**config.mk**
```make
export PLATFORM = sky130hd
export DESIGN_NAME = pareto_archive_dominance
export DESIGN_NICKNAME = d
export VERILOG_FILES = /design/src/design/pad_pkg.sv /design/src/design/pad_front.sv /design/src/design/pad_back.sv /design/src/design/pareto_archive_dominance.sv
export SDC_FILE = /design/constraint.sdc
export NUM_CORES = 2
export LEC_CHECK = 0
export BUFFER_PORTS_ARGS = -buffer_cell sky130_fd_sc_hd__buf_4
export CAP_MARGIN = 20
export CORE_MARGIN = 1.5
export CORE_UTILIZATION = 53
export CTS_CLUSTER_SIZE = 12
export DETAILED_ROUTE_END_ITERATION = 6
export GPL_ROUTABILITY_DRIVEN = 0
export PLACE_DENSITY = 0.72
export REMOVE_ABC_BUFFERS = 1
export SYNTH_ARGS = -nofsm -noshare
export SYNTH_HDL_FRONTEND = slang
export SYNTH_HIERARCHICAL = 1
export SYNTH_MEMORY_MAX_BITS = 65536
export SYNTH_SLANG_ARGS = --single-unit
export TNS_END_PERCENT = 30
```
**constraint.sdc**
```tcl
create_clock -name clk -period 15.3 [get_ports clk]
set_clock_uncertainty 0.2 [all_clocks]
set_input_delay 3.06 -clock clk [delete_from_list [all_inputs] [get_ports clk]]
set_output_delay 3.06 -clock clk [all_outputs]
set_load 0.01 [all_outputs]
```
**src/design/pad_pkg.sv**
```systemverilog
package pad_pkg;

  localparam int unsigned ObjW = 32;
  localparam int unsigned TolW = 16;
  localparam int unsigned CntW = 7;

  typedef enum logic [1:0] {
    KIND_LOAD     = 2'd0,
    KIND_CLASSIFY = 2'd1,
    KIND_INSERT   = 2'd2,
    KIND_NONE     = 2'd3
  } kind_t;

  typedef enum logic [1:0] {
    VERDICT_DOMINATED = 2'd0,
    VERDICT_DOMINATES = 2'd1,
    VERDICT_NEUTRAL   = 2'd2
  } verdict_t;

  localparam logic [0:0] REG_TOL_FIRST = 1'b0;
  localparam logic [0:0] REG_TOL_MARGIN = 1'b1;

  typedef struct packed {
    kind_t            kind;
    logic [ObjW-1:0]  obj_first;
    logic [ObjW-1:0]  obj_second;
  } cmd_t;

  typedef struct packed {
    verdict_t         verdict;
    logic [CntW-1:0]  removed_count;
    logic             stored;
    logic             overflow;
    logic [CntW-1:0]  entry_count;
  } res_t;

  // True when point a dominates point b under the given tolerances.
  function automatic logic dominates(
    input logic [ObjW-1:0] a1, input logic [ObjW-1:0] a2,
    input logic [ObjW-1:0] b1, input logic [ObjW-1:0] b2,
    input logic [TolW-1:0] tol_f, input logic [TolW-1:0] tol_m
  );
    logic signed [ObjW:0] d_ab1;
    logic signed [ObjW:0] d_ba1;
    logic signed [ObjW:0] d_ab2;
    logic signed [ObjW:0] d_ba2;
    logic signed [ObjW:0] tf;
    logic signed [ObjW:0] tm;
    logic better;
    d_ab1 = {a1[ObjW-1], a1} - {b1[ObjW-1], b1};
    d_ba1 = {b1[ObjW-1], b1} - {a1[ObjW-1], a1};
    d_ab2 = {a2[ObjW-1], a2} - {b2[ObjW-1], b2};
    d_ba2 = {b2[ObjW-1], b2} - {a2[ObjW-1], a2};
    tf = $signed({{(ObjW+1-TolW){1'b0}}, tol_f});
    tm = $signed({{(ObjW+1-TolW){1'b0}}, tol_m});
    better = (d_ba1 > tm) || (d_ba2 > tm);
    return (d_ab1 <= tf) && (d_ab2 <= tm) && better;
  endfunction

endpackage

```
**src/design/pad_front.sv**
```systemverilog
module pad_front (
  input  logic            clk,
  input  logic            rst,
  input  logic            in_valid,
  output logic            in_ready,
  input  pad_pkg::cmd_t   in_cmd,
  output logic            q_valid,
  input  logic            q_ready,
  output pad_pkg::cmd_t   q_cmd
);
  import pad_pkg::*;

  // Two-entry queue between the accept side and the archive engine.
  cmd_t       buf_cmd [2];
  logic [0:0] wr_ptr;
  logic [0:0] rd_ptr;
  logic [1:0] fill;
  logic       push;
  logic       pop;

  assign in_ready = (fill != 2'd2);
  assign q_valid  = (fill != 2'd0);
  assign q_cmd    = buf_cmd[rd_ptr];
  assign push     = in_valid && in_ready;
  assign pop      = q_valid && q_ready;

  always_ff @(posedge clk) begin
    if (rst) begin
      wr_ptr <= 1'b0;
      rd_ptr <= 1'b0;
      fill   <= 2'd0;
    end else begin
      if (push) begin
        wr_ptr <= wr_ptr + 1'b1;
      end
      if (pop) begin
        rd_ptr <= rd_ptr + 1'b1;
      end
      fill <= fill + {1'b0, push} - {1'b0, pop};
    end
  end

  always_ff @(posedge clk) begin
    if (push) begin
      buf_cmd[wr_ptr] <= in_cmd;
    end
  end

endmodule

```
**src/design/pad_back.sv**
```systemverilog
module pad_back #(
  parameter int unsigned ARCHIVE_DEPTH = 64
) (
  input  logic                    clk,
  input  logic                    rst,
  input  logic [pad_pkg::TolW-1:0] tol_first,
  input  logic [pad_pkg::TolW-1:0] tol_margin,
  input  logic                    q_valid,
  output logic                    q_ready,
  input  pad_pkg::cmd_t           q_cmd,
  output logic                    out_valid,
  input  logic                    out_ready,
  output pad_pkg::res_t           out_res,
  output logic                    busy
);
  import pad_pkg::*;

  localparam int unsigned AW = (ARCHIVE_DEPTH > 1) ? $clog2(ARCHIVE_DEPTH) : 1;
  localparam int unsigned NW = $clog2(ARCHIVE_DEPTH + 1);

  typedef enum logic [2:0] {
    ST_IDLE, ST_SCAN1, ST_SCAN2, ST_APPEND, ST_DONE
  } state_t;

  state_t          state;
  cmd_t            cur;
  logic [ObjW-1:0] mem_first  [ARCHIVE_DEPTH];
  logic [ObjW-1:0] mem_second [ARCHIVE_DEPTH];
  logic [ObjW-1:0] rd_first;
  logic [ObjW-1:0] rd_second;
  logic [NW-1:0]   count;
  logic [NW-1:0]   rd_idx;
  logic [NW-1:0]   wr_idx;
  logic [NW-1:0]   removed;
  logic            rd_live;
  logic            wr_en;
  logic [AW-1:0]   wr_addr;
  logic [ObjW-1:0] wr_first;
  logic [ObjW-1:0] wr_second;
  logic            dom_by;
  logic            dom_over;

  assign q_ready = (state == ST_IDLE);
  assign busy    = (state != ST_IDLE);
  assign dom_by  = dominates(rd_first, rd_second, cur.obj_first, cur.obj_second,
                             tol_first, tol_margin);
  assign dom_over = dominates(cur.obj_first, cur.obj_second, rd_first, rd_second,
                              tol_first, tol_margin);

  always_ff @(posedge clk) begin
    rd_first  <= mem_first[rd_idx[AW-1:0]];
    rd_second <= mem_second[rd_idx[AW-1:0]];
    if (wr_en) begin
      mem_first[wr_addr]  <= wr_first;
      mem_second[wr_addr] <= wr_second;
    end
  end

  always_comb begin
    wr_en     = 1'b0;
    wr_addr   = wr_idx[AW-1:0];
    wr_first  = rd_first;
    wr_second = rd_second;
    if (state == ST_SCAN2 && rd_live && cur.kind == KIND_INSERT && !dom_over) begin
      wr_en = 1'b1;
    end else if (state == ST_APPEND && count < NW'(ARCHIVE_DEPTH)) begin
      wr_en     = 1'b1;
      wr_addr   = count[AW-1:0];
      wr_first  = cur.obj_first;
      wr_second = cur.obj_second;
    end
  end

  always_ff @(posedge clk) begin
    if (rst) begin
      state     <= ST_IDLE;
      count     <= '0;
      out_valid <= 1'b0;
      rd_idx    <= '0;
      rd_live   <= 1'b0;
    end else begin
      case (state)
        ST_IDLE: begin
          if (q_valid) begin
            cur     <= q_cmd;
            rd_idx  <= '0;
            rd_live <= 1'b0;
            wr_idx  <= '0;
            removed <= '0;
            out_res.verdict       <= VERDICT_NEUTRAL;
            out_res.removed_count <= '0;
            out_res.stored        <= 1'b0;
            out_res.overflow      <= 1'b0;
            case (q_cmd.kind)
              KIND_LOAD:     state <= ST_APPEND;
              KIND_CLASSIFY: state <= ST_SCAN1;
              KIND_INSERT:   state <= ST_SCAN1;
              default:       state <= ST_DONE;
            endcase
          end
        end
        ST_SCAN1: begin
          if (rd_live && dom_by) begin
            out_res.verdict <= VERDICT_DOMINATED;
            state   <= ST_DONE;
            rd_live <= 1'b0;
          end else if (rd_idx >= count) begin
            if (!rd_live) begin
              rd_idx  <= '0;
              state   <= ST_SCAN2;
            end
            rd_live <= 1'b0;
          end else begin
            rd_idx  <= rd_idx + 1'b1;
            rd_live <= 1'b1;
          end
        end
        ST_SCAN2: begin
          if (rd_live) begin
            if (dom_over) begin
              removed <= removed + 1'b1;
            end else begin
              wr_idx <= wr_idx + 1'b1;
            end
          end
          if (rd_idx >= count) begin
            if (!rd_live) begin
              out_res.removed_count <= CntW'(removed);
              out_res.verdict <= (removed != '0) ? VERDICT_DOMINATES : VERDICT_NEUTRAL;
              if (cur.kind == KIND_INSERT) begin
                count <= wr_idx;
                state <= ST_APPEND;
              end else begin
                state <= ST_DONE;
              end
            end
            rd_live <= 1'b0;
          end else begin
            rd_idx  <= rd_idx + 1'b1;
            rd_live <= 1'b1;
          end
        end
        ST_APPEND: begin
          if (count < NW'(ARCHIVE_DEPTH)) begin
            count          <= count + 1'b1;
            out_res.stored <= 1'b1;
          end else begin
            out_res.overflow <= 1'b1;
          end
          state <= ST_DONE;
        end
        ST_DONE: begin
          out_res.entry_count <= CntW'(count);
          out_valid <= 1'b1;
          if (out_valid && out_ready) begin
            out_valid <= 1'b0;
            state     <= ST_IDLE;
          end
        end
        default: state <= ST_IDLE;
      endcase
    end
  end

endmodule

```
**src/design/pareto_archive_dominance.sv**
```systemverilog
// Two-objective Pareto archive that minimizes both objectives.
// Requests enter on the s_axis channel: tuser carries the kind (load,
// classify, insert) and tdata the two signed Q15.16 objectives. Each request
// yields one result on m_axis with the verdict, the removed count, the stored
// and overflow flags and the entry count after the request.
// A two-entry queue takes requests while the archive engine works, so the
// sender is held only when two requests are waiting.
// The engine reads one archive entry per cycle from its memory. A load goes
// straight to the append step; a classify or insert makes up to two passes over
// the archive entries, one pass to find a dominating entry and one pass that counts dominated
// entries and, on insert, compacts the archive in place.
// The result waits in an output register until m_axis_tready; the engine
// holds meanwhile while the queue still fills.
// Tolerances are to be written on the cfg channel only while idle; the block itself
// does not enforce this. Index 0 is the first objective tolerance and index 1 the
// margin. Reset empties the archive and sets the tolerances to 0 and 66.
module pareto_archive_dominance #(
  parameter int unsigned ARCHIVE_DEPTH = 64
) (
  input  logic        clk,
  input  logic        rst,
  input  logic        s_axis_tvalid,
  output logic        s_axis_tready,
  input  logic [63:0] s_axis_tdata,   // obj_first, obj_second
  input  logic [1:0]  s_axis_tuser,   // kind
  output logic        m_axis_tvalid,
  input  logic        m_axis_tready,
  output logic [23:0] m_axis_tdata,   // verdict, removed_count, stored, overflow, entry_count
  input  logic        cfg_valid,
  output logic        cfg_ready,
  input  logic [0:0]  cfg_index,
  input  logic [15:0] cfg_data
);
  import pad_pkg::*;

  logic [TolW-1:0] tol_first;
  logic [TolW-1:0] tol_margin;
  cmd_t in_cmd;
  cmd_t q_cmd;
  res_t res;
  logic q_valid;
  logic q_ready;
  logic busy;

  assign cfg_ready = 1'b1;

  always_ff @(posedge clk) begin
    if (rst) begin
      tol_first  <= '0;
      tol_margin <= TolW'(66);
    end else if (cfg_valid) begin
      case (cfg_index)
        REG_TOL_FIRST:  tol_first  <= cfg_data;
        REG_TOL_MARGIN: tol_margin <= cfg_data;
        default: ;
      endcase
    end
  end

  assign in_cmd.kind       = kind_t'(s_axis_tuser);
  assign in_cmd.obj_first  = s_axis_tdata[31:0];
  assign in_cmd.obj_second = s_axis_tdata[63:32];

  pad_front u_front (
    .clk      (clk),
    .rst      (rst),
    .in_valid (s_axis_tvalid),
    .in_ready (s_axis_tready),
    .in_cmd   (in_cmd),
    .q_valid  (q_valid),
    .q_ready  (q_ready),
    .q_cmd    (q_cmd)
  );

  pad_back #(.ARCHIVE_DEPTH(ARCHIVE_DEPTH)) u_back (
    .clk        (clk),
    .rst        (rst),
    .tol_first  (tol_first),
    .tol_margin (tol_margin),
    .q_valid    (q_valid),
    .q_ready    (q_ready),
    .q_cmd      (q_cmd),
    .out_valid  (m_axis_tvalid),
    .out_ready  (m_axis_tready),
    .out_res    (res),
    .busy       (busy)
  );

  assign m_axis_tdata = {6'd0, res.entry_count, res.overflow, res.stored,
                         res.removed_count, res.verdict};

  a_idle_no_result: assert property (@(posedge clk) disable iff (rst)
    !busy |-> !m_axis_tvalid) else $error("result without work");
  a_flags_exclusive: assert property (@(posedge clk) disable iff (rst)
    m_axis_tvalid |-> !(res.stored && res.overflow)) else $error("stored and overflow");
  a_dominated_nothing: assert property (@(posedge clk) disable iff (rst)
    (m_axis_tvalid && res.verdict == VERDICT_DOMINATED) |->
      (!res.stored && res.removed_count == '0)) else $error("dominated changed archive");

endmodule

```
==> flow_summary.html <==
<table>
<tr><th>Metric</th><th>Value</th></tr>
<tr><th colspan="2">Finish</th></tr>
<tr><td>Final layout net count</td><td>8,949</td></tr>
<tr><td>Most used cells in the layout excluding fill and tap cells</td><td>edfxtp_1, mux4_2, clkbuf_16</td></tr>
<tr><td>Fraction of final layout cells sized beyond drive strength 1</td><td>0.276</td></tr>
<tr><td>Area occupied by multi-input gates</td><td>44,400 um2</td></tr>
<tr><td>Most common cell after layout, fill and taps aside</td><td>edfxtp_1</td></tr>
<tr><td>Number of filler instances in the final layout</td><td>22,800</td></tr>
<tr><td>Final design area excluding fillers</td><td>199,000 um2</td></tr>
<tr><td>Area growth, synth to finish</td><td>11.7%</td></tr>
<tr><td>Area occupied by registers</td><td>132,000 um2</td></tr>
<tr><th colspan="2">Timing</th></tr>
<tr><td>RSZ-0062 raised after global routing</td><td>false</td></tr>
<tr><td>Final max-slew violation count</td><td>0</td></tr>
<tr><td>Fmax</td><td>116 MHz</td></tr>
<tr><td>Worst-margin pin slew</td><td>1.28 ns</td></tr>
<tr><td>Final setup violation count</td><td>0</td></tr>
<tr><td>Hold Violations, Final</td><td>0</td></tr>
<tr><td>Final critical-path share of the clock period</td><td>0.562</td></tr>
<tr><td>Final hold slack</td><td>0.273 ns</td></tr>
<tr><td>Time the final worst path needs with I/O delays and setup</td><td>8.60 ns</td></tr>
<tr><td>Worst relative slew slack</td><td>0.147</td></tr>
<tr><th colspan="2">Detailed routing</th></tr>
<tr><td>Routed wire per std cell</td><td>37.7 um</td></tr>
<tr><td>DRT Wirelength</td><td>around 500 mm</td></tr>
<tr><td>Vias post-DR</td><td>91,100</td></tr>
<tr><td>Initial DRC count</td><td>15,200</td></tr>
<tr><td>Vias per cell</td><td>6.81</td></tr>
<tr><td>Antenna Violating Nets Remaining</td><td>0</td></tr>
<tr><td>Length of the first detailed-routing pass in iterations</td><td>7</td></tr>
<tr><td>DRC Markers</td><td>1</td></tr>
<tr><th colspan="2">Critical path</th></tr>
<tr><td>Data arrival at the endpoint of the critical path</td><td>8.98 ns</td></tr>
<tr><td>Required time reported for the critical path endpoint</td><td>15.68 ns</td></tr>
<tr><td>Reg-to-reg critical path endpoint</td><td>u_back/mem_first[20][12]</td></tr>
<tr><td>Worst setup path startpoint</td><td>u_back/cur[0]</td></tr>
<tr><td>Kind of start point of the critical path</td><td>register</td></tr>
<tr><td>Highest fanout seen on the critical path</td><td>40</td></tr>
<tr><td>Critical path class</td><td>register to register</td></tr>
<tr><td>Depth of the worst register-to-register path</td><td>20</td></tr>
<tr><td>R2R setup slack</td><td>6.70 ns</td></tr>
<tr><td>RR Startpoint</td><td>u_back/cur[0]</td></tr>
<tr><td>Endpoint class of the critical path</td><td>register</td></tr>
<tr><th colspan="2">Placement</th></tr>
<tr><td>Count of input and output buffers</td><td>about 110</td></tr>
<tr><td>Post-placement cell area</td><td>186,000 um2</td></tr>
<tr><td>Dpl hpwl</td><td>305 mm</td></tr>
<tr><th colspan="2">Hold path</th></tr>
<tr><td>HP Class</td><td>register to register</td></tr>
<tr><td>Hold path startpoint</td><td>tol_margin[6]</td></tr>
<tr><td>Terminating pin of the worst hold path</td><td>tol_margin[6]</td></tr>
<tr><td>Hold path cells</td><td>1</td></tr>
<tr><th colspan="2">CTS</th></tr>
<tr><td>Count of instances resized after the clock tree is built</td><td>0</td></tr>
<tr><td># hold bufs at CTS</td><td>0</td></tr>
<tr><td>Clock Path Buffers</td><td>4</td></tr>
<tr><td>Source-to-sink clock delay at the later pin of the worst-skew pair</td><td>1.01 ns</td></tr>
<tr><td>CTS tree</td><td>done</td></tr>
<tr><td>Clock tree sinks</td><td>4,446</td></tr>
<tr><td>Clock slew seen by the registers of the worst setup and hold paths</td><td>0.06 ns</td></tr>
<tr><td>Post-CTS setup-driven buffer insertion count</td><td>0</td></tr>
<tr><td>CTS buffer count</td><td>between 400 and 500</td></tr>
<tr><td>Root cell of the clock tree</td><td>clkbuf_16</td></tr>
<tr><td>Number of H-tree levels</td><td>5</td></tr>
<tr><th colspan="2">Yosys</th></tr>
<tr><td>Number of storage elements in the synthesis netlist</td><td>4,446</td></tr>
<tr><td>Post-synthesis cell area</td><td>178,000 um2</td></tr>
<tr><td>Number of enable-type register cells in the synthesized netlist</td><td>4,326</td></tr>
<tr><td>Sequential area share after synthesis</td><td>0.744</td></tr>
<tr><td>Cells after synthesis</td><td>8,249</td></tr>
<tr><td>Post-Synthesis Mean Instance Area</td><td>~22 um2</td></tr>
<tr><td>Yosys warnings</td><td>6</td></tr>
<tr><td>Most frequently used flop master after synthesis</td><td>edfxtp_1</td></tr>
<tr><td>Number of distinct library cells after synthesis</td><td>97</td></tr>
<tr><td>Async S/R FF share, synth</td><td>0</td></tr>
<tr><th colspan="2">Global route</th></tr>
<tr><td>Global-route total usage across every layer</td><td>0.298</td></tr>
<tr><td>Largest net degree at the start of global routing</td><td>159</td></tr>
<tr><td>Antenna violations before repair</td><td>80</td></tr>
<tr><td>Met1 global-route usage</td><td>0.409</td></tr>
<tr><td>Met2 usage in global routing</td><td>0.459</td></tr>
<tr><td>Via count of the first global-routing pass</td><td>89,700</td></tr>
<tr><td>Busiest grt layer</td><td>met2</td></tr>
<tr><td>Met3 usage</td><td>0.0632</td></tr>
<tr><td>Global route overflow</td><td>0</td></tr>
<tr><td>Global-route wire length before repair</td><td>703 mm</td></tr>
<tr><th colspan="2">Pwr</th></tr>
<tr><td>Pwr Density</td><td>159 nW/um2</td></tr>
<tr><td>Leakage power</td><td>61.0 nW</td></tr>
<tr><td>Worst IR drop on VDD</td><td>around 0.12 mV</td></tr>
<tr><th colspan="2">Floorplanning</th></tr>
<tr><td>Core ar.</td><td>roughly 330,000 um2</td></tr>
<tr><td>Die width</td><td>~580 um</td></tr>
<tr><td>Die ar.</td><td>roughly 340,000 um2</td></tr>
<tr><td>Starting Density</td><td>0.533</td></tr>
<tr><td>Overall die height</td><td>582 um</td></tr>
<tr><td>Number of top-level pins</td><td>115</td></tr>
<tr><td>Number of placement rows</td><td>around 210</td></tr>
<tr><th colspan="2">Flow run</th></tr>
<tr><td>Maximum capacitance violations</td><td>0</td></tr>
<tr><th colspan="2">Status</th></tr>
<tr><td>Result of the run</td><td>finished with violations</td></tr>
<tr><td>Failing checks</td><td>DRC</td></tr>
</table>
-- power breakdown --
part | total (mW) | internal (mW) | leakage (nW) | switching [mW]
Combinational | 6.96 | 2.41 | 14.8 | 4.55
Sequential | 14.7 | 14.5 | 39.9 | 0.202
Clock | 9.95 | 5.51 | 6.26 | 4.44
-- state kept, by name (all words and copies together), names as in the netlist, 16 cells and up, named ones only --
| name | count |
|---|---|
| u_back/rd_first | 32 |
| tol_margin | 16 |
| u_front/buf_cmd | 132 |
| tol_first | 16 |
| u_back/rd_second | 32 |
| u_back/mem_first | 2048 |
| u_back/cur | 66 |
| u_back/out_res | 18 |
| u_back/mem_second | 2048 |
-- worst max-delay path: stages (launching register included) --
cell and delay, ns:
edfxtp_1 0.43, ha_1 0.27, fa_1 0.42, nand2b_1 0.19, a21oi_1 0.23, a31oi_1 0.19, o31ai_1 0.46, xor2_1 0.14
ha_1 0.21, a2111oi_0 0.57, nand2_1 0.11, o21ai_0 0.29, o2111ai_1 0.20, or4_1 0.55, o31ai_2 0.39, a222oi_1 0.15
buf_4 0.27, o31ai_4 0.45, nand2_2 0.52, nor2_4 1.00, buf_4 0.77
-- Yosys cell counts, types with 24 or more instances --
cell type / instances / share of area
buf_1: 90 / 0.0019
o211ai_1: 28 / 0.0012
nor3_1: 35 / 0.00098
nand2b_1: 70 / 0.0025
mux2_2: 70 / 0.0044
mux4_2: 1344 / 0.17
a31oi_1: 24 / 0.00084
dfxtp_1: 120 / 0.014
a21o_1: 51 / 0.0022
nand4_1: 54 / 0.0019
nor2_1: 200 / 0.0042
clkbuf_1: 271 / 0.0057
xor2_1: 38 / 0.0019
a21oi_1: 176 / 0.0050
buf_2: 32 / 0.00090
ha_1: 234 / 0.016
inv_1: 204 / 0.0043
o21a_1: 29 / 0.0012
o21ai_0: 187 / 0.0053
xnor2_1: 56 / 0.0028
nand3_1: 38 / 0.0011
edfxtp_1: 4326 / 0.73
mux2i_1: 42 / 0.0024
nand2_1: 200 / 0.0042
-- cell type report --
type	count	area share
Tap cell	4387	0.0276
Sequential cell	4446	0.666
Timing Repair Buffer	337	0.0135
Antenna cell	83	0.00104
Clock inverter	106	0.00459
Multi-Input combinational cell	3192	0.223
Inverter	205	0.00388
Clock buffer	619	0.0603
-- worst max-delay path by stage --
stage                     slack, ns                  endpoint  depth (start not counted)
after floorplan              -30.65          u_back/rd_idx[1]                         15
after global placement         6.90   u_back/mem_first[8][21]                         21
after detailed placement       6.90   u_back/mem_first[8][18]                         20
after CTS                      6.84   u_back/mem_first[8][18]                         20
after global routing           6.44  u_back/mem_first[20][12]                         20
final                          6.70  u_back/mem_first[20][12]                         20
-- metrics by stage --
step,TNS [ns],total power [mW],utilization,std cells,worst slack [ns]
global placement,0,21.6,0.556,12600,6.90
detailed placement,0,21.8,0.556,12600,6.90
floorplan,-2660.22,22.5,-,7843,-30.65
CTS,0,31.6,0.595,13300,6.84
finish,0,31.6,0.596,13400,6.70
global route,0,32.5,0.596,13400,6.44
-- metal layers --
layer,vias to the layer above,wire length (um)
met5,-,178
met3,1087,60700
met1,48000,179000
met2,6652,236000
met4,26,28300
li1,35300,-
-- logic make-up after synthesis --
kind of cell	Yosys count	share of synthesized area
XOR/XNOR	94	0.00463
other	2	0.0000422
adder cells (fa/ha/maj)	238	0.0169
multiplexers	1458	0.177
buffers and inverters	616	0.0138
AO/OA/AOI/OAI	668	0.0238
AND/OR/NAND/NOR	727	0.0201
flip-flops	4446	0.744
Power figures use the tool's default switching activity.
